===== src/hw/rtl/ms_ram.sv =====
// Generic synchronous RAM: one write port, two read ports, registered read data.
// Depends on nothing; instanced twice as the ping-pong sort buffers.
`timescale 1ns / 1ps

module ms_ram #(
    parameter int WIDTH = 32,
    parameter int DEPTH = 64
) (
    input  logic                     clk,
    input  logic                     we,
    input  logic [$clog2(DEPTH)-1:0] waddr,
    input  logic [WIDTH-1:0]         wdata,
    input  logic [$clog2(DEPTH)-1:0] raddr_a,
    input  logic [$clog2(DEPTH)-1:0] raddr_b,
    output logic [WIDTH-1:0]         rdata_a,
    output logic [WIDTH-1:0]         rdata_b
);

    logic [WIDTH-1:0] mem [DEPTH];

    always_ff @(posedge clk)
    begin
        if (we)
        begin
            mem[waddr] <= wdata;
        end
        rdata_a <= mem[raddr_a];
        rdata_b <= mem[raddr_b];
    end

endmodule


===== config.mk =====
export PLATFORM = sky130hd
export DESIGN_NAME = ms_ram
export DESIGN_NICKNAME = d
export VERILOG_FILES = /design/src/hw/rtl/ms_ram.sv
export SDC_FILE = /design/constraint.sdc
export NUM_CORES = 2
export LEC_CHECK = 0
export BUFFER_PORTS_ARGS = -buffer_cell sky130_fd_sc_hd__buf_2
export CAP_MARGIN = 0
export CORE_MARGIN = 4
export CORE_UTILIZATION = 40
export CTS_CLUSTER_DIAMETER = 120
export DETAILED_ROUTE_END_ITERATION = 12
export GPL_ROUTABILITY_DRIVEN = 0
export PLACE_DENSITY = 0.56
export SLEW_MARGIN = 30
export SYNTH_ARGS = -nofsm -noshare
export SYNTH_HDL_FRONTEND = slang
export SYNTH_SLANG_ARGS = --single-unit
export TNS_END_PERCENT = 30

===== constraint.sdc =====
create_clock -name clk -period 4.2 [get_ports clk]
set_input_delay 0.42 -clock clk [delete_from_list [all_inputs] [get_ports clk]]
set_output_delay 0.42 -clock clk [all_outputs]
set_load 0.03 [all_outputs]

# ---- Word level (Yosys, flattened, before mapping)
# Memory sizes are Yosys's and may differ from the RTL's. A register that Yosys moved wholly into a read port is not among the register bits.
# Cells that the tools add are included.
dict set report word_totals {
  reg_bits 0
  latch_bits 0
  mem_bits_rw 2048
  romBits 0
  in_bits 52
  out_inout_bits 64
  wordCells 3
  n_memories 1
}
dict set report classes {
  add_sub_neg 0
  multipliers 0
  n_div 0
  order_cmp 0
  eq_ne 0
  n_shift 0
  muxes 2
  n_bitwise 0
  n_reduce_logical 0
}
# name depth word_bits read_ports rd_ports_with_merged_regs wr line
set mem_list {}
lappend mem_list {mem 64 32 2 2 1 19} ;# logic [WIDTH-1:0] mem [DEPTH];
# operator count
set op_table {}
lappend op_table {{1-bit 2-to-1 mux} 2}

# ---- Logic depth before layout (Yosys ltp)
dict set report depth {
  depth_word 2
  depth_mapped 10
  ltp_nobuf 5
}

# ---- Least setup slack after synthesis
# Ideal clock, no wire load.
dict set report synth_path {
  kind {input-to-reg}
  from {in waddr[3]}
  to {mem mem[48][0], enable pin}
  setup_ps 461
  t_arrival_ps 3150
  required_ps 3739
  path_slack_ps 589
  stages 4
  n_path_buf 1
  cell_sequence {clkbuf_1 > nor2b_1 > nand4b_1 > nor3_1}
}
# element line
set synth_rtl {}
lappend synth_rtl {{from (decl)} 11} ;# input logic [$clog2(DEPTH)-1:0] waddr,
lappend synth_rtl {{to (decl)} 19}
# Straight into the memory's write port.

==> reports/metrics.cfg <==
[power]
clkPwrFrac = 0.424
p_int_mw = 36.9
leakage_nw = 34.5
p_comb_frac = 0.085
p_sw_mw = 11.0
power_switching_share = 0.230
p_seq_frac = 0.491
peakVddDrop_mv = 0.350
p_per_area_nw_per_um2 = 436

[synth]
netlist_instances = 4412
synth_warnings = 0
syn-num-nets = 4464
syn_avg_cell_area_um2 = 21.7
synth-edff-count = 2048
netlist_top_cells_area = edfxtp_1 (64%), mux4_2 (26%), mux2i_1 (2.1%)
ys_types = 38
synth_most_common_cell = edfxtp_1
yosys.area.top_type = edfxtp_1
yosysSeqAreaShare = 0.656
ys.flop_type = edfxtp_1
synth_common_cells = edfxtp_1 (2048), mux4_2 (1124), mux2i_1 (204)
syn-cell-area_um2 = 95700
synth_top_cell_area_share = 0.643
async_flop_share = 0
yosys_register_bits = 2112

[place]
hpwl_mm = 182
pre_cts_ws_ns = 0.761
io_buffers = 115

[clock_network]
numCtsBuffers = 221
cts_tree = yes
cts_buffer_depth = 3
htree_num_levels = 4
clock_latency_ns = 0.89
post-cts-setup-buffers = 0
clkTransAtPathRegs_ns = 0.06
cts-root-buf = clkbuf_16
cts.sinks = 2112

[worst_setup_path]
critPathRequiredTime_ns = 4.92
crit_type = in2reg
cp-start-kind = input pin
crit_arrival_ns = 3.26
crit_path_max_fanout = 47
end_kind = flop

[cells_and_area]
synthToLayoutAreaGrowth_pct = 14.9
final_layout_size_suffix_gt1_frac = 0.407
multiInputGateArea_um2 = 31700
layout.nets = 4748
seqCellArea_um2 = 62800
fill_cells = 19700

[floorplanning]
initial_core_util = 0.402
io_pins = 116
core-area_um2 = 238000
die_w_um = 497
rows = 179
die_y_um = 497
die_area_um2 = 247000

[sta]
setup_tns_ns = 0
timing.final.crit_share = 0.605
fin_ws_ns = 1.66
relSlewSlack = 0.255
max_freq_mhz = 394
tightest_slew_ns = 1.12
hold_viol = 0
period_minus_slack_ns = 2.54
fin_skew_ns = 0.0392
rsz0062_at_grt = false
slew_violations = 0
setup_viol = 0

[routing]
vias_per_cell = 6.53
drc = 0
first_pass_iters = 7
wirelength_mm = 314
drtIter0Drc = 6930
wl_per_cell_um = 39.0
antenna_left = 0
vias = 52600

[grt]
grt_pass1_wl_mm = 434
antenna_found_initial = 20
first_global_vias = 53400
grt_overflow = 0
grt_max_degree = 65
grt_use_total = 0.252

[flow_run]
maxCapViolations = 0

[status]
status = finished, final reports clean

[worst_hold_path]
hp-class = in2reg

## metrics by stage
step | total power, mW | util | cell area, µm² | cells | hold WS, ns
finish | 47.9 | 0.462 | 110000 | 8059 | 0.0768
global route | 49.3 | 0.462 | 110000 | 8054 | 0.0803
CTS | 48.2 | 0.462 | 110000 | 8054 | 0.0435
detailed placement | 28.0 | 0.430 | 102000 | 7638 | 0.855
global placement | 28.0 | 0.430 | 102000 | 7636 | 0.856
floorplan | 26.3 | - | 95700 | 4412 | 0.519
## sequential cells by signal, summed over array words and instances, names as in the netlist
name     count
mem       2048
rdata_b     32
rdata_a     32
## cells by family (layout without fill, tap and decap cells)
family / Yosys count / after routing / share of synthesized area
flip-flops: 2112 / 2112 / 0.656
multiplexers: 1364 / 1364 / 0.290
buffers and inverters: 348 / 823 / 0.0183
AO/OA/AOI/OAI: 340 / 340 / 0.0239
AND/OR/NAND/NOR: 248 / 248 / 0.0113
other: 0 / 5 / 0
## cell usage in the layout, fill, tap and decap left out, types with 45 or more instances in the layout
cell type / instances
a21oi_1: 58
edfxtp_1: 2048
buf_2: 79
clkbuf_16: 223
o22ai_1: 55
clkinv_2: 45
nor2_4: 63
mux4_2: 1124
nand2_1: 91
mux2i_1: 204
dfxtp_1: 64
a22oi_1: 85
buf_12: 83
buf_4: 233
## per-layer routing
metal | share of wire | vias to the layer above | GRT usage
met1 | 0.40 | 29200 | 0.352
met2 | 0.47 | 2734 | 0.399
met4 | 0.035 | 12 | 0.0792
met5 | 0.00022 | - | 0
met3 | 0.092 | 529 | 0.0535
li1 | - | 20100 | -
## area by class of cell
| class | instances | share of cell area |
|---|---|---|
| Multi-Input combinational cell | 1952 | 0.288 |
| Clock buffer | 287 | 0.0549 |
| Antenna cell | 5 | 0.000114 |
| Tap cell | 3167 | 0.0361 |
| Clock inverter | 127 | 0.0134 |
| Inverter | 1 | 0.0000342 |
| Timing Repair Buffer | 408 | 0.0363 |
| Sequential cell | 2112 | 0.571 |
## power by group through the flow
stage,clock (mW),combinational (mW),sequential (mW)
final,20.3,4.06,23.5
after global routing,21.5,4.27,23.5
after CTS,20.6,4.07,23.5
after detailed placement,0,4.06,24.0
after global placement,0,4.04,24.0
after floorplan,0,2.23,24.0
## worst paths after layout
| kind | startpoint | endpoint | slack, ns | depth (start not counted) |
|---|---|---|---|---|
| min reg2reg | mem[36][15] | rdata_a[15] | 0.88 | 4 |
| min | wdata[12] | mem[58][12] | 0.08 | 1 |
| max reg2reg | mem[29][15] | rdata_b[15] | 1.86 | 4 |
| max | raddr_b[1] | rdata_b[28] | 1.66 | 7 |
## what timing repair did
item / 4_1_cts / 5_1_grt
hold buffers: 2 / 0
resized for setup: 0 / 0
hold endpoints to repair: 45 / 0
## critical path, stage by stage
cell	delay (ns)
buf_8	0.43
buf_4	0.50
buf_4	0.52
mux4_2	0.38
mux2_2	0.27
o211ai_1	0.50
a21oi_1	0.13
Note: power is estimated with default switching activity, not from simulation.
