===== src/hw/rtl/ms_pkg.sv =====
// Shared constants and control bundle for the merge sorter.
// No dependencies; imported by ms_seq, merge_sorter, ms_checker and the testbench.
`timescale 1ns / 1ps

package ms_pkg;

    localparam int DATA_W        = 32;
    localparam int MAX_ITEMS_DEF = 64;

    // Control from the sequencer to the memory datapath.
    typedef struct packed {
        logic load_we;   // write an incoming word into buffer 0
        logic merge_we;  // write a merged word into the destination buffer
        logic take_a;    // merged word comes from the lower run head
        logic src_sel;   // buffer that is read in this phase
        logic dst_sel;   // buffer that is written by a merge pass
    } ms_ctl_t;

endpackage


===== src/hw/rtl/ms_seq.sv =====
// Sequencer of the merge sorter: load counter, bottom-up merge pointers, output index.
// Depends on ms_pkg; drives the addresses and write controls of both buffers.
`timescale 1ns / 1ps

module ms_seq
    import ms_pkg::*;
#(
    parameter int MAX_ITEMS = MAX_ITEMS_DEF
) (
    input  logic                         clk,
    input  logic                         rst_n,
    input  logic                         in_valid,
    input  logic                         in_last,
    output logic                         in_ready,
    output logic                         out_valid,
    output logic                         out_last,
    output logic                         out_ovf,
    input  logic                         out_ready,
    input  logic                         le_ab,
    output ms_ctl_t                      ctl,
    output logic [$clog2(MAX_ITEMS)-1:0] waddr,
    output logic [$clog2(MAX_ITEMS)-1:0] raddr_a,
    output logic [$clog2(MAX_ITEMS)-1:0] raddr_b
);

    localparam int AW = $clog2(MAX_ITEMS);
    localparam int CW = $clog2(MAX_ITEMS + 1);
    localparam int PW = CW + 2;

    localparam logic [CW-1:0] MAX_C = CW'(MAX_ITEMS);

    localparam logic [1:0] S_LOAD  = 2'd0;
    localparam logic [1:0] S_SETUP = 2'd1;
    localparam logic [1:0] S_MERGE = 2'd2;
    localparam logic [1:0] S_OUT   = 2'd3;

    logic [1:0]    state_reg, state_next;
    logic [CW-1:0] cnt_reg, cnt_next;
    logic          ovf_reg, ovf_next;
    logic [PW-1:0] wid_reg, wid_next;
    logic [PW-1:0] lo_reg, lo_next;
    logic [PW-1:0] mid_reg, mid_next;
    logic [PW-1:0] hi_reg, hi_next;
    logic [PW-1:0] i_reg, i_next;
    logic [PW-1:0] j_reg, j_next;
    logic [PW-1:0] k_reg, k_next;
    logic          src_reg, src_next;
    logic          oval_reg, oval_next;

    logic [PW-1:0] n_ext;
    logic [CW-1:0] cnt_inc;
    logic [CW-1:0] n_new;
    logic          room;
    logic [PW-1:0] mid_c;
    logic [PW-1:0] hi_c;
    logic [PW-1:0] wid2;
    logic [PW-1:0] wa_p;
    logic [PW-1:0] ra_p;
    logic [PW-1:0] rb_p;
    logic          take;
    logic          last_c;

    assign n_ext   = PW'(cnt_reg);
    assign cnt_inc = cnt_reg + CW'(1);
    assign room    = (cnt_reg != MAX_C);
    assign n_new   = room ? cnt_inc : cnt_reg;
    assign wid2    = wid_reg << 1;
    assign last_c  = ((k_reg + PW'(1)) == n_ext);

    // Run bounds of the next merge, clipped to the set size.
    always_comb
    begin
        mid_c = lo_reg + wid_reg;
        if (mid_c > n_ext)
        begin
            mid_c = n_ext;
        end
        hi_c = lo_reg + wid2;
        if (hi_c > n_ext)
        begin
            hi_c = n_ext;
        end
    end

    assign take = (i_reg != mid_reg) && ((j_reg == hi_reg) || le_ab);

    always_comb
    begin
        state_next = state_reg;
        cnt_next   = cnt_reg;
        ovf_next   = ovf_reg;
        wid_next   = wid_reg;
        lo_next    = lo_reg;
        mid_next   = mid_reg;
        hi_next    = hi_reg;
        i_next     = i_reg;
        j_next     = j_reg;
        k_next     = k_reg;
        src_next   = src_reg;
        oval_next  = oval_reg;
        ctl        = '0;
        ctl.src_sel = src_reg;
        ctl.dst_sel = !src_reg;
        wa_p       = k_reg;
        ra_p       = k_reg;
        rb_p       = j_reg;

        unique case (state_reg)
            S_LOAD:
            begin
                wa_p = PW'(cnt_reg);
                if (in_valid)
                begin
                    if (room)
                    begin
                        ctl.load_we = 1'b1;
                        cnt_next    = cnt_inc;
                    end
                    else
                    begin
                        ovf_next = 1'b1;
                    end
                    if (in_last)
                    begin
                        cnt_next = n_new;
                        src_next = 1'b0;
                        wid_next = PW'(1);
                        lo_next  = '0;
                        k_next   = '0;
                        if (n_new > CW'(1))
                        begin
                            state_next = S_SETUP;
                        end
                        else
                        begin
                            oval_next  = 1'b0;
                            state_next = S_OUT;
                        end
                    end
                end
            end

            S_SETUP:
            begin
                // issue reads of both run heads
                mid_next   = mid_c;
                hi_next    = hi_c;
                i_next     = lo_reg;
                j_next     = mid_c;
                k_next     = lo_reg;
                ra_p       = lo_reg;
                rb_p       = mid_c;
                state_next = S_MERGE;
            end

            S_MERGE:
            begin
                ctl.merge_we = 1'b1;
                ctl.take_a   = take;
                wa_p         = k_reg;
                i_next       = i_reg + PW'(take);
                j_next       = j_reg + PW'(!take);
                ra_p         = i_next;
                rb_p         = j_next;
                k_next       = k_reg + PW'(1);
                if (k_next == hi_reg)
                begin
                    state_next = S_SETUP;
                    lo_next    = hi_reg;
                    if (hi_reg == n_ext)
                    begin
                        // pass done: merged buffer becomes the source
                        src_next = !src_reg;
                        wid_next = wid2;
                        lo_next  = '0;
                        if (wid2 >= n_ext)
                        begin
                            k_next     = '0;
                            oval_next  = 1'b0;
                            state_next = S_OUT;
                        end
                    end
                end
            end

            S_OUT:
            begin
                ra_p = k_reg;
                if (!oval_reg)
                begin
                    oval_next = 1'b1;
                end
                else if (out_ready)
                begin
                    if (last_c)
                    begin
                        oval_next  = 1'b0;
                        cnt_next   = '0;
                        ovf_next   = 1'b0;
                        src_next   = 1'b0;
                        state_next = S_LOAD;
                    end
                    else
                    begin
                        k_next = k_reg + PW'(1);
                        ra_p   = k_next;
                    end
                end
            end

            default:
            begin
                state_next = S_LOAD;
            end
        endcase
    end

    always_ff @(posedge clk or negedge rst_n)
    begin
        if (!rst_n)
        begin
            state_reg <= S_LOAD;
            cnt_reg   <= '0;
            ovf_reg   <= 1'b0;
            wid_reg   <= '0;
            lo_reg    <= '0;
            mid_reg   <= '0;
            hi_reg    <= '0;
            i_reg     <= '0;
            j_reg     <= '0;
            k_reg     <= '0;
            src_reg   <= 1'b0;
            oval_reg  <= 1'b0;
        end
        else
        begin
            state_reg <= state_next;
            cnt_reg   <= cnt_next;
            ovf_reg   <= ovf_next;
            wid_reg   <= wid_next;
            lo_reg    <= lo_next;
            mid_reg   <= mid_next;
            hi_reg    <= hi_next;
            i_reg     <= i_next;
            j_reg     <= j_next;
            k_reg     <= k_next;
            src_reg   <= src_next;
            oval_reg  <= oval_next;
        end
    end

    assign waddr     = wa_p[AW-1:0];
    assign raddr_a   = ra_p[AW-1:0];
    assign raddr_b   = rb_p[AW-1:0];
    assign in_ready  = (state_reg == S_LOAD);
    assign out_valid = oval_reg;
    assign out_last  = oval_reg && last_c;
    assign out_ovf   = ovf_reg;

endmodule


===== config.mk =====
export PLATFORM = sky130hd
export DESIGN_NAME = ms_seq
export DESIGN_NICKNAME = d
export VERILOG_FILES = /design/src/hw/rtl/ms_pkg.sv /design/src/hw/rtl/ms_seq.sv
export SDC_FILE = /design/constraint.sdc
export NUM_CORES = 1
export LEC_CHECK = 0
export BUFFER_PORTS_ARGS = -buffer_cell sky130_fd_sc_hd__buf_2
export CAP_MARGIN = 30
export CELL_PAD_IN_SITES_DETAIL_PLACEMENT = 2
export CELL_PAD_IN_SITES_GLOBAL_PLACEMENT = 2
export CORE_MARGIN = 2
export CORE_UTILIZATION = 35
export DETAILED_ROUTE_END_ITERATION = 10
export GPL_ROUTABILITY_DRIVEN = 0
export PLACE_DENSITY_LB_ADDON = 0.2
export SETUP_SLACK_MARGIN = 0.2
export SLEW_MARGIN = 15
export SYNTH_ARGS = -nofsm -noshare
export SYNTH_HDL_FRONTEND = slang
export SYNTH_SLANG_ARGS = --single-unit

===== constraint.sdc =====
create_clock -name clk -period 3.5 [get_ports clk]
set_input_delay 0.35 -clock clk [delete_from_list [all_inputs] [get_ports clk]]
set_output_delay 0.35 -clock clk [all_outputs]
set_load 0.02 [all_outputs]

Yosys cells after proc, flatten, opt, wreduce, memory -nomap -nowiden --
Cells that the tools add are included.
Storage, ports and cells: output and inout port bits 27, word-level logic and storage cells 124, register bits 75
Operators by class: add/subtract/negate cells 6, mux-type cells 64, eq/ne operators 19, $lt $le $gt $ge 4, reduce and logical (&&, ||, !) cells 18
Operator list (number):
- two-way mux 9 bit | 16
- case mux 9 bit (2 select lines) | 4
- case mux 9 bit (4 select lines) | 1
- two-way mux 7 bit | 5
- two-way mux 1 bit | 21
- two-way mux 2 bit | 10
- != test 2 bit, second input constant | 10
- adder 9 x 1 -> 9 bit | 2
- adder 9 bit | 2
- equality test 9 x 7 -> 1 bit | 2
- equality test 9 bit | 2
- greater-than comparator 9 x 7 -> 1 bit | 2
- case mux 6 bit (3 select lines) | 1
- case mux 7 bit (2 select lines) | 1
- AND reduction 6 bit | 2
- AND reduction 5 bit | 2
- adder 9 x 1 -> 9 bit, second input constant | 1
- >= comparator 9 x 7 -> 1 bit | 1
- != test 9 bit | 1
- case mux 2 bit (4 select lines) | 1
- AND reduction 8 bit | 1
- adder 7 x 1 -> 7 bit, second input constant | 1
- greater-than comparator 7 x 1 -> 1 bit, second input constant | 1
- != test 7 bit, second input constant | 1
- 14 further kinds | 20

Longest topological paths before layout --
Gate-level depths: netlist of run 1.
depth after elaboration 7, depth in mapped cells 16, depth with buffers taken out 15

Least setup slack after synthesis of run 1 --
OpenSTA, ideal clock, no wires.
kind reg2out, start register wid_reg[0], end output raddr_b[1], stages on the path, launching flop included 13, slack -0.044 ns, data required time 3.150 ns, data arrival time 3.194 ns, path through dfrtp_1 > ha_1 > fa_1 > a21oi_1 > o211ai_1 > nor2_1 > xnor2_1 > ha_1 > o22a_1 > a211oi_2 > mux2i_1 > o221ai_1 > buf_4
On the way: word-level cells in the longest chain between the ends 4
Ends and longest elaborated chain:
- from (decl) | line ms_seq.sv:40 | logic [PW-1:0] wid_reg, wid_next;
- from (signal assigned) | line ms_seq.sv:240 | wid_reg <= wid_next;
- adder 9 bit * | line ms_seq.sv:73 | mid_c = lo_reg + wid_reg;
- greater-than comparator 9 x 7 -> 1 bit | line ms_seq.sv:74 | if (mid_c > n_ext)
- two-way mux 9 bit * | line ms_seq.sv:74
- case mux 9 bit (2 select lines) *
- to (decl) | line ms_seq.sv:23 | output logic [$clog2(MAX_ITEMS)-1:0] raddr_b
Mark *: on every way between the ends. The rest lies on a longest branch, timed or not.

Final worst setup path of run 1 --
start register wid_reg[1], end output raddr_b[1]
Same word-level chain as after synthesis.

==> summary.md, run 1 <==
| Metric | Value |
|---|---|
| Share of layout cells above drive strength 1 | 0.285 |
| Routed len/inst | between 20 and 30 µm |
| Placed inst area | 7440 µm² |
| Period utilization | 1.17 |
| Max-slew violation count | 0 |
| Comb pwr share | 0.735 |
| Final Hold Fails | 0 |
| Failing checks | negative setup slack |
| Sequential-to-total area share from yosys stat | 0.280 |
| Setup CP Type | register to primary output |
| Nets | ~940 |
| Worst-Skew Late Latency | roughly 370 ps |
| Number of global-route vias before repair | between 7000 and 8000 |
| Worst Tran Pin Value | slightly below 1000 ps |
| Beginning of the critical path | wid_reg[1] |
| Drt initial violations | between 400 and 500 |
| Core Area | ~19000 µm² |
| Routed Antenna Nets | 0 |
| DP Worst Slack | -30.1 ps |
| Clock Power Share | 0.103 |
| Syn avg cell area | a little over 8 µm² |
| Setup-failing EPs final | 11 |
| Setup crit end kind | primary output |
| Design Area, Final | approximately 8500 µm² |
| Root buf cell | clkbuf_16 |
| Critical Path Fanout Max | 7 |
| Die area | 20300 µm² |
| Reg2Reg Setup Slack | -110 ps |
| Reg2reg start | wid_reg[1] |
| Worst IR Drop VDD | 0.610 mV |
| Reg2reg end | j_reg[6] |
| Fin worst setup slack | -612 ps |
| Max_cap viols | 0 |
| Synth cell types | 80 |
| Psw | 4.89 mW |
| Global-route wire length before repair | ~46 mm |
| Ports | 33 |
| Rows | 50 |
| Critical Path Max Stage Delay | 470 ps |
| Sequential share of power | 0.162 |
| GRT overflow | 0 |
| Hold Crit Class | primary input to register |
| Critical Path End | raddr_b[1] |
| YS warnings | 0 |
| Hold path cells | 4 |
| Setup Skew | roughly 20 ps |
| Fin Setup TNS | -3750 ps |
| Outcome | finished, violations left |
| Cell mode on critical path | ha_1 |
| Clock H-tree levels | 3 |
| DRT Pass-1 Iters | 5 |
| Internal power | approximately 4.6 mW |
| Final Critical Period | a little over 4000 ps |
| DPL Wire Length | approximately 21 mm |
| Lkg Pwr | ~3.6 nW |
| Critical path arrival | 3760 ps |
| CTS buffer count | 9 |
| Syn nets | about 860 |
| Main synth FF type | dfrtp_1 |
| Largest net degree at the start of global routing | 47 |
| Vias per cell | between 6 and 7 |
| Number of synthesized flops with an enable pin | 0 |
| Initial Util | 0.358 |
| Die X | between 100 and 150 µm |
| Antenna violations before repair | 1 |
| Port bufs | 32 |
| Largest delay share family, worst path | compound AO/OA/AOI/OAI gates |
| Unrepaired setup endpoints after global routing | true |
| Clock-pin slew on the worst setup and hold paths | 80 ps |
| CP max stage cell | dfrtp_1 |
| Fmax | 0.243 GHz |
| Crit start category | register |
| Crit path cell chain | ha_1 > a21oi_2 > nand4b_1 > nand2_1 > nor2_2 > xnor2_2 > ha_1 > o21ai_0 > o21ai_1 > a211oi_4 > buf_6 > mux2i_4 > o221ai_2 > buf_4 |
| PwrDens | around 1100 nW/µm² |
| Cell area after synthesis | 6710 µm² |
| DRC Markers | 0 |
| WP data required | 3150 ps |
| Die height | between 100 and 150 µm |
| Yosys reg bits | 75 |
| Vias | 7174 |
| Post-synthesis cell count | approximately 800 |
| Switching share of power | 0.516 |
| Clk buf depth | 2 |
| Reg2reg path depth | 16 |
| Relative slew slack | 0.349 |
| WP depth | 14 |
| CTS Sinks | 75 |
| Area Overhead vs Synth | 26.5% |
| Ys async rst share | 1.00 |
| CTS tree | built |
| Worst path bufs/invs | 2 |
| Total power draw | 9.48 mW |
| Total Routing Usage GR | 0.299 |
| Detailed-route wire length | 31.8 mm |
-- per-stage QoR --
step | util | instances | hold slack [ps]
6_report | 0.453 | 1130 | 422
5_1_grt | 0.452 | 1129 | 449
4_1_cts | 0.434 | 1115 | 395
3_5_place_dp | 0.397 | 1079 | 331
3_3_place_gp | 0.395 | 1078 | 487
2_1_floorplan | - | 807 | 54.4
-- worst min-delay path by stage --
stage | startpoint | end
floorplan | rst_n | cnt_reg[0]
global placement | out_ovf | out_ovf
detailed placement | rst_n | k_reg[3]
CTS | in_valid | cnt_reg[4]
global route | in_valid | cnt_reg[4]
finish | in_valid | cnt_reg[4]
-- worst min-delay path: cells and delay by family --
kind / cells / cell delay [ps]
buffers and inverters: 1 / 160
AND/OR/NAND/NOR: 2 / 130
AO/OA/AOI/OAI: 1 / 110
-- power groups by stage --
stage	Combinational [mW]	Sequential (mW)	Clock [mW]
3_5_place_dp	5.34	1.50	0
4_1_cts	6.00	1.50	0.964
6_report	6.97	1.54	0.972
3_3_place_gp	5.09	1.48	0
2_1_floorplan	3.60	1.36	0
5_1_grt	7.38	1.56	1.01
-- cells in the mapped netlist (4+ instances only) --
master | count | area [µm²]
a22o_1 | 10 | 87.6
or2_2 | 6 | 37.5
xor2_1 | 23 | 201
ha_1 | 46 | 576
o221ai_1 | 6 | 52.6
nand4_1 | 13 | 81.3
o22ai_1 | 4 | 25.0
mux2i_1 | 20 | 200
nor4_1 | 5 | 31.3
o21a_1 | 4 | 30.0
and3_1 | 9 | 56.3
xnor2_1 | 41 | 359
dfrtp_1 | 75 | 1880
nand3_1 | 36 | 180
a2bb2oi_1 | 6 | 52.6
nand4b_1 | 4 | 35.0
a32o_1 | 5 | 50.1
nor2_1 | 58 | 218
a21oi_1 | 54 | 270
o31ai_1 | 11 | 82.6
nand2_1 | 67 | 251
inv_1 | 40 | 150
buf_2 | 6 | 30.0
nand2b_1 | 7 | 43.8
a311oi_1 | 7 | 61.3
o211ai_1 | 7 | 52.6
a311o_1 | 4 | 40.0
a211o_1 | 5 | 43.8
clkbuf_1 | 44 | 165
buf_4 | 7 | 52.6
o21ai_0 | 40 | 200
mux2_2 | 9 | 101
nor2b_1 | 12 | 75.1
nor3_1 | 19 | 95.1
a31oi_1 | 19 | 119
or3_1 | 7 | 43.8
buf_1 | 6 | 22.5
-- cells in the final DEF, fill, tap and decap left out, types with 9 or more instances in the layout --
cell type,Yosys,routed
xor2_1,23,21
a21oi_1,54,46
buf_2,6,26
nand2_1,67,66
nor2b_1,12,11
a22o_1,10,10
nor3_1,19,17
ha_1,46,38
nand4_1,13,13
nand3_1,36,33
buf_4,7,96
clkbuf_16,0,9
o31ai_1,11,10
dfrtp_1,75,68
nor2_1,58,54
a31oi_1,19,19
inv_1,40,40
mux2i_1,20,14
xnor2_1,41,37
o21ai_0,40,29
buf_6,3,14
-- routing by layer --
layer | global-route usage | vias up | routed length (µm)
li1 | - | 3110 | -
met1 | 0.367 | 3752 | 12900
met2 | 0.511 | 228 | 15800
met3 | 0.0471 | 84 | 1730
met4 | 0.146 | 0 | 1440
met5 | 0 | - | 0
-- timing repair --
item,CTS,global route
hold buffers,1,0
pin swaps,20,14
gates cloned,0,1
hold endpoints to repair,29,0
setup buffers,19,12
setup endpoints to repair,26,49
resized for setup,73,54
-- layout make-up --
type	count	area, µm²
Fill cell	2019	10300
Multi-Input combinational cell	625	4820
Sequential cell	75	1890
Timing Repair Buffer	139	1060
Tap cell	234	293
Clock buffer	9	225
Inverter	40	150
Clock inverter	7	57.6
Antenna cell	1	2.50
-- cell families (layout without fill, tap and decap cells) --
family | Yosys count | in the layout | synth area share
AOI/OAI and AO/OA | 223 | 223 | 0.236
xor gates and xnor gates | 65 | 65 | 0.0869
adders and majority gates | 48 | 48 | 0.0917
buffers and inverters | 107 | 195 | 0.0684
DFF | 75 | 75 | 0.280
muxes | 29 | 29 | 0.0449
other | 0 | 1 | 0
and+or+nand+nor | 260 | 260 | 0.193
(Power assumes the default switching activity.)
==> run 2: changes to the inputs <==
--- a/config.mk
+++ b/config.mk
@@ -10,11 +10,11 @@
 export CELL_PAD_IN_SITES_DETAIL_PLACEMENT = 2
 export CELL_PAD_IN_SITES_GLOBAL_PLACEMENT = 2
 export CORE_MARGIN = 2
-export CORE_UTILIZATION = 35
+export CORE_UTILIZATION = 42
 export DETAILED_ROUTE_END_ITERATION = 10
 export GPL_ROUTABILITY_DRIVEN = 0
 export PLACE_DENSITY_LB_ADDON = 0.2
-export SETUP_SLACK_MARGIN = 0.2
+export SETUP_SLACK_MARGIN = 0.4
 export SLEW_MARGIN = 15
 export SYNTH_ARGS = -nofsm -noshare
 export SYNTH_HDL_FRONTEND = slang
==> constraint.sdc (replaced) <==
create_clock -name clk -period 5 [get_ports clk]
set_input_delay 0.5 -clock clk [delete_from_list [all_inputs] [get_ports clk]]
set_output_delay 0.5 -clock clk [all_outputs]
set_load 0.02 [all_outputs]
==> run 2 against run 1 <==
The run now ends clean. Sequential power is 23% lower. Clock-buffer cell count is the same. Final area down 14%.
==> summary.md, run 2 (same netlist as run 1, synthesis figures left out) <==
| Metric | Value |
|---|---|
| Nets | 853 (was 944) |
| Clock-pin slew on the worst setup and hold paths | 70 ps (was 80 ps) |
| Area Overhead vs Synth | 8.33% (was 26.5%) |
| Worst path bufs/invs | 2 (unchanged) |
| Lkg Pwr | 3.12 nW (was 3.64 nW) |
| Worst Tran Pin Value | 895 ps (was 976 ps) |
| Final Critical Period | approximately 4600 ps |
| Root buf cell | clkbuf_16 (unchanged) |
| Commonest non-fill, non-tap cell in the layout | dfrtp_1 (was buf_4) |
| Commonest non-fill, non-tap cells in the layout | dfrtp_1 (74), nand2_1 (67), nor2_1 (58) (was buf_4 (96), dfrtp_1 (68), nand2_1 (66)) |
| GRT overflow | 0 (unchanged) |
| Port bufs | 32 (unchanged) |
| Die area | 17000 µm² (was 20300 µm²) |
| Crit path cell chain | ha_1 > a21oi_1 > nor2b_1 > nor2_1 > xnor2_1 > ha_1 > o21ai_0 > a21oi_1 > nor3_1 > o21ai_0 > a211oi_4 > buf_12 > mux2i_1 > o21ai_0 > buf_2 (was ha_1 > a21oi_2 > nand4b_1 > nand2_1 > nor2_2 > xnor2_2 > ha_1 > o21ai_0 > o21ai_1 > a211oi_4 > buf_6 > mux2i_4 > o221ai_2 > buf_4) |
| Die X | 130 µm (was 142 µm) |
| Period utilization | 0.911 |
| Critical Path Max Stage Delay | 560 ps (was 470 ps) |
| Vias per cell | 6.37 (was 6.35) |
| Hold Slack | 117 ps (was 422 ps) |
| CTS tree | built (unchanged) |
| Global-route wire length before repair | 41.8 mm (was 45.7 mm) |
| Initial Util | 0.426 (was 0.358) |
| Clock H-tree levels | 3 (unchanged) |
| Vias | 6500 (was 7174) |
| Detailed-route wire length | 26.8 mm (was 31.8 mm) |
| Unrepaired setup endpoints after global routing | false (was true) |
| Critical path arrival | 4050 ps (was 3760 ps) |
| Drt initial violations | 398 (was 466) |
| DPL Wire Length | 19.8 mm (was 21.3 mm) |
| Critical Path Fanout Max | 7 (unchanged) |
| Setup crit end kind | primary output (unchanged) |
| Hold Crit Class | primary input to asynchronous set/reset pin (was primary input to register) |
| Routed Antenna Nets | 0 (unchanged) |
| Rows | 46 (was 50) |
| Outcome | finished, final reports clean (was finished, violations left) |
| Total power draw | 5.34 mW (was 9.48 mW) |
| Cell mode on critical path | o21ai_0 (was ha_1) |
| Core Area | 15800 µm² (was 18800 µm²) |
| Fmax | 0.220 GHz |
| Max_cap viols | 0 (unchanged) |
| DRC Markers | 0 (unchanged) |
| N_diodes | 0 (was 1) |
| CTS Sinks | 75 (unchanged) |
| Worst IR Drop VDD | 0.452 mV (was 0.610 mV) |
| PwrDens | 734 nW/µm² (was 1120 nW/µm²) |
| Layout filler cell count | 1804 (was 2019) |
| WP data required | 4500 ps (was 3150 ps) |
| Setup-failing EPs final | 0 (was 11) |
| Ports | 33 (unchanged) |
| Relative slew slack | 0.399 (was 0.349) |
| Fin Setup TNS | 0 ps (was -3750 ps) |
| Setup CP Type | register to primary output (unchanged) |
| Worst-Skew Late Latency | 360 ps (was 370 ps) |
| Routed len/inst | 26.3 µm (was 28.2 µm) |
| CTS buffer count | 9 (unchanged) |
| Post-route core utilization | 0.461 (was 0.453) |
| Total Routing Usage GR | 0.327 (was 0.299) |
| Number of global-route vias before repair | 7161 (was 7642) |
| Die height | 130 µm (was 142 µm) |
| Crit start category | register (unchanged) |
| Largest net degree at the start of global routing | 43 (was 47) |
| Max-slew violation count | 0 (unchanged) |
| DRT Pass-1 Iters | 5 (unchanged) |
| Antenna violations before repair | 0 (was 1) |
| Setup Skew | 17.4 ps (was 20.2 ps) |
| Final Hold Fails | 0 (unchanged) |
| Share of layout cells above drive strength 1 | 0.113 (was 0.285) |
| Area taken by multi-input logic gates | 4390 µm² (was 4820 µm²) |
| Sequential Area | 1880 µm² (was 1890 µm²) |
| Largest delay share family, worst path | compound AO/OA/AOI/OAI gates (unchanged) |
| Clk buf depth | 2 (unchanged) |
| CP max stage cell | dfrtp_1 (unchanged) |
[run 2: worst paths after layout]
path	start	endpoint	slack (ps)	cells past startpoint
hold reg to reg	out_ovf	out_ovf	500	1
min in group clk	out_ovf	out_ovf	500	1
setup reg to reg	k_reg[0]	k_reg[7]	1220	8
setup / recovery	lo_reg[1]	raddr_b[5]	450	15
hold / removal	rst_n	k_reg[7]	120	1
max in group asynchronous	rst_n	i_reg[5]	4270	2
[run 2: through the flow]
stage	worst slack, ps	instances	area (µm²)
6_report	446	1020	7270
5_1_grt	292	1020	7270
4_1_cts	466	1018	7250
3_5_place_dp	790	1002	6960
3_3_place_gp	1010	1000	6930
2_1_floorplan	1310	807	6710
[run 2: what timing repair did]
item	4_1_cts	5_1_grt
gates cloned	0	0
pin swaps	0	1
gates resized for setup	1	1
hold buffers	0	0
setup buffers	0	1
setup endpoints to repair	4	7
[run 2: report_power, final]
group	switching [mW]	internal [mW]	total, mW	leakage, nW
clock network	0.299	0.339	0.638	0.136
logic	2.21	1.31	3.52	1.99
registers	0.380	0.799	1.18	0.989
[run 2: worst reg2reg max path: cells and delay by family, from the launching register on]
kind	cells	cell delay, ps
fa+ha+maj	1	680
simple gates	1	400
flops	1	360
compound gates	5	1940
xor+xnor	1	290
[run 2: routing by layer]
| metal | routed length (µm) | part of all wire | global-route usage |
|---|---|---|---|
| met5 | 0 | 0 | 0 |
| met3 | 1410 | 0.053 | 0.0676 |
| met2 | 13300 | 0.49 | 0.557 |
| met1 | 11200 | 0.42 | 0.406 |
| met4 | 887 | 0.033 | 0.131 |
[run 2: final cells by class]
cell class	instances	share of cell area
clock buffers	9	0.0310
clock inverters	7	0.00671
inverters	40	0.0206
multi-input cells	625	0.603
flip-flops and latches	75	0.258
well taps	216	0.0372
repair buffers	48	0.0430
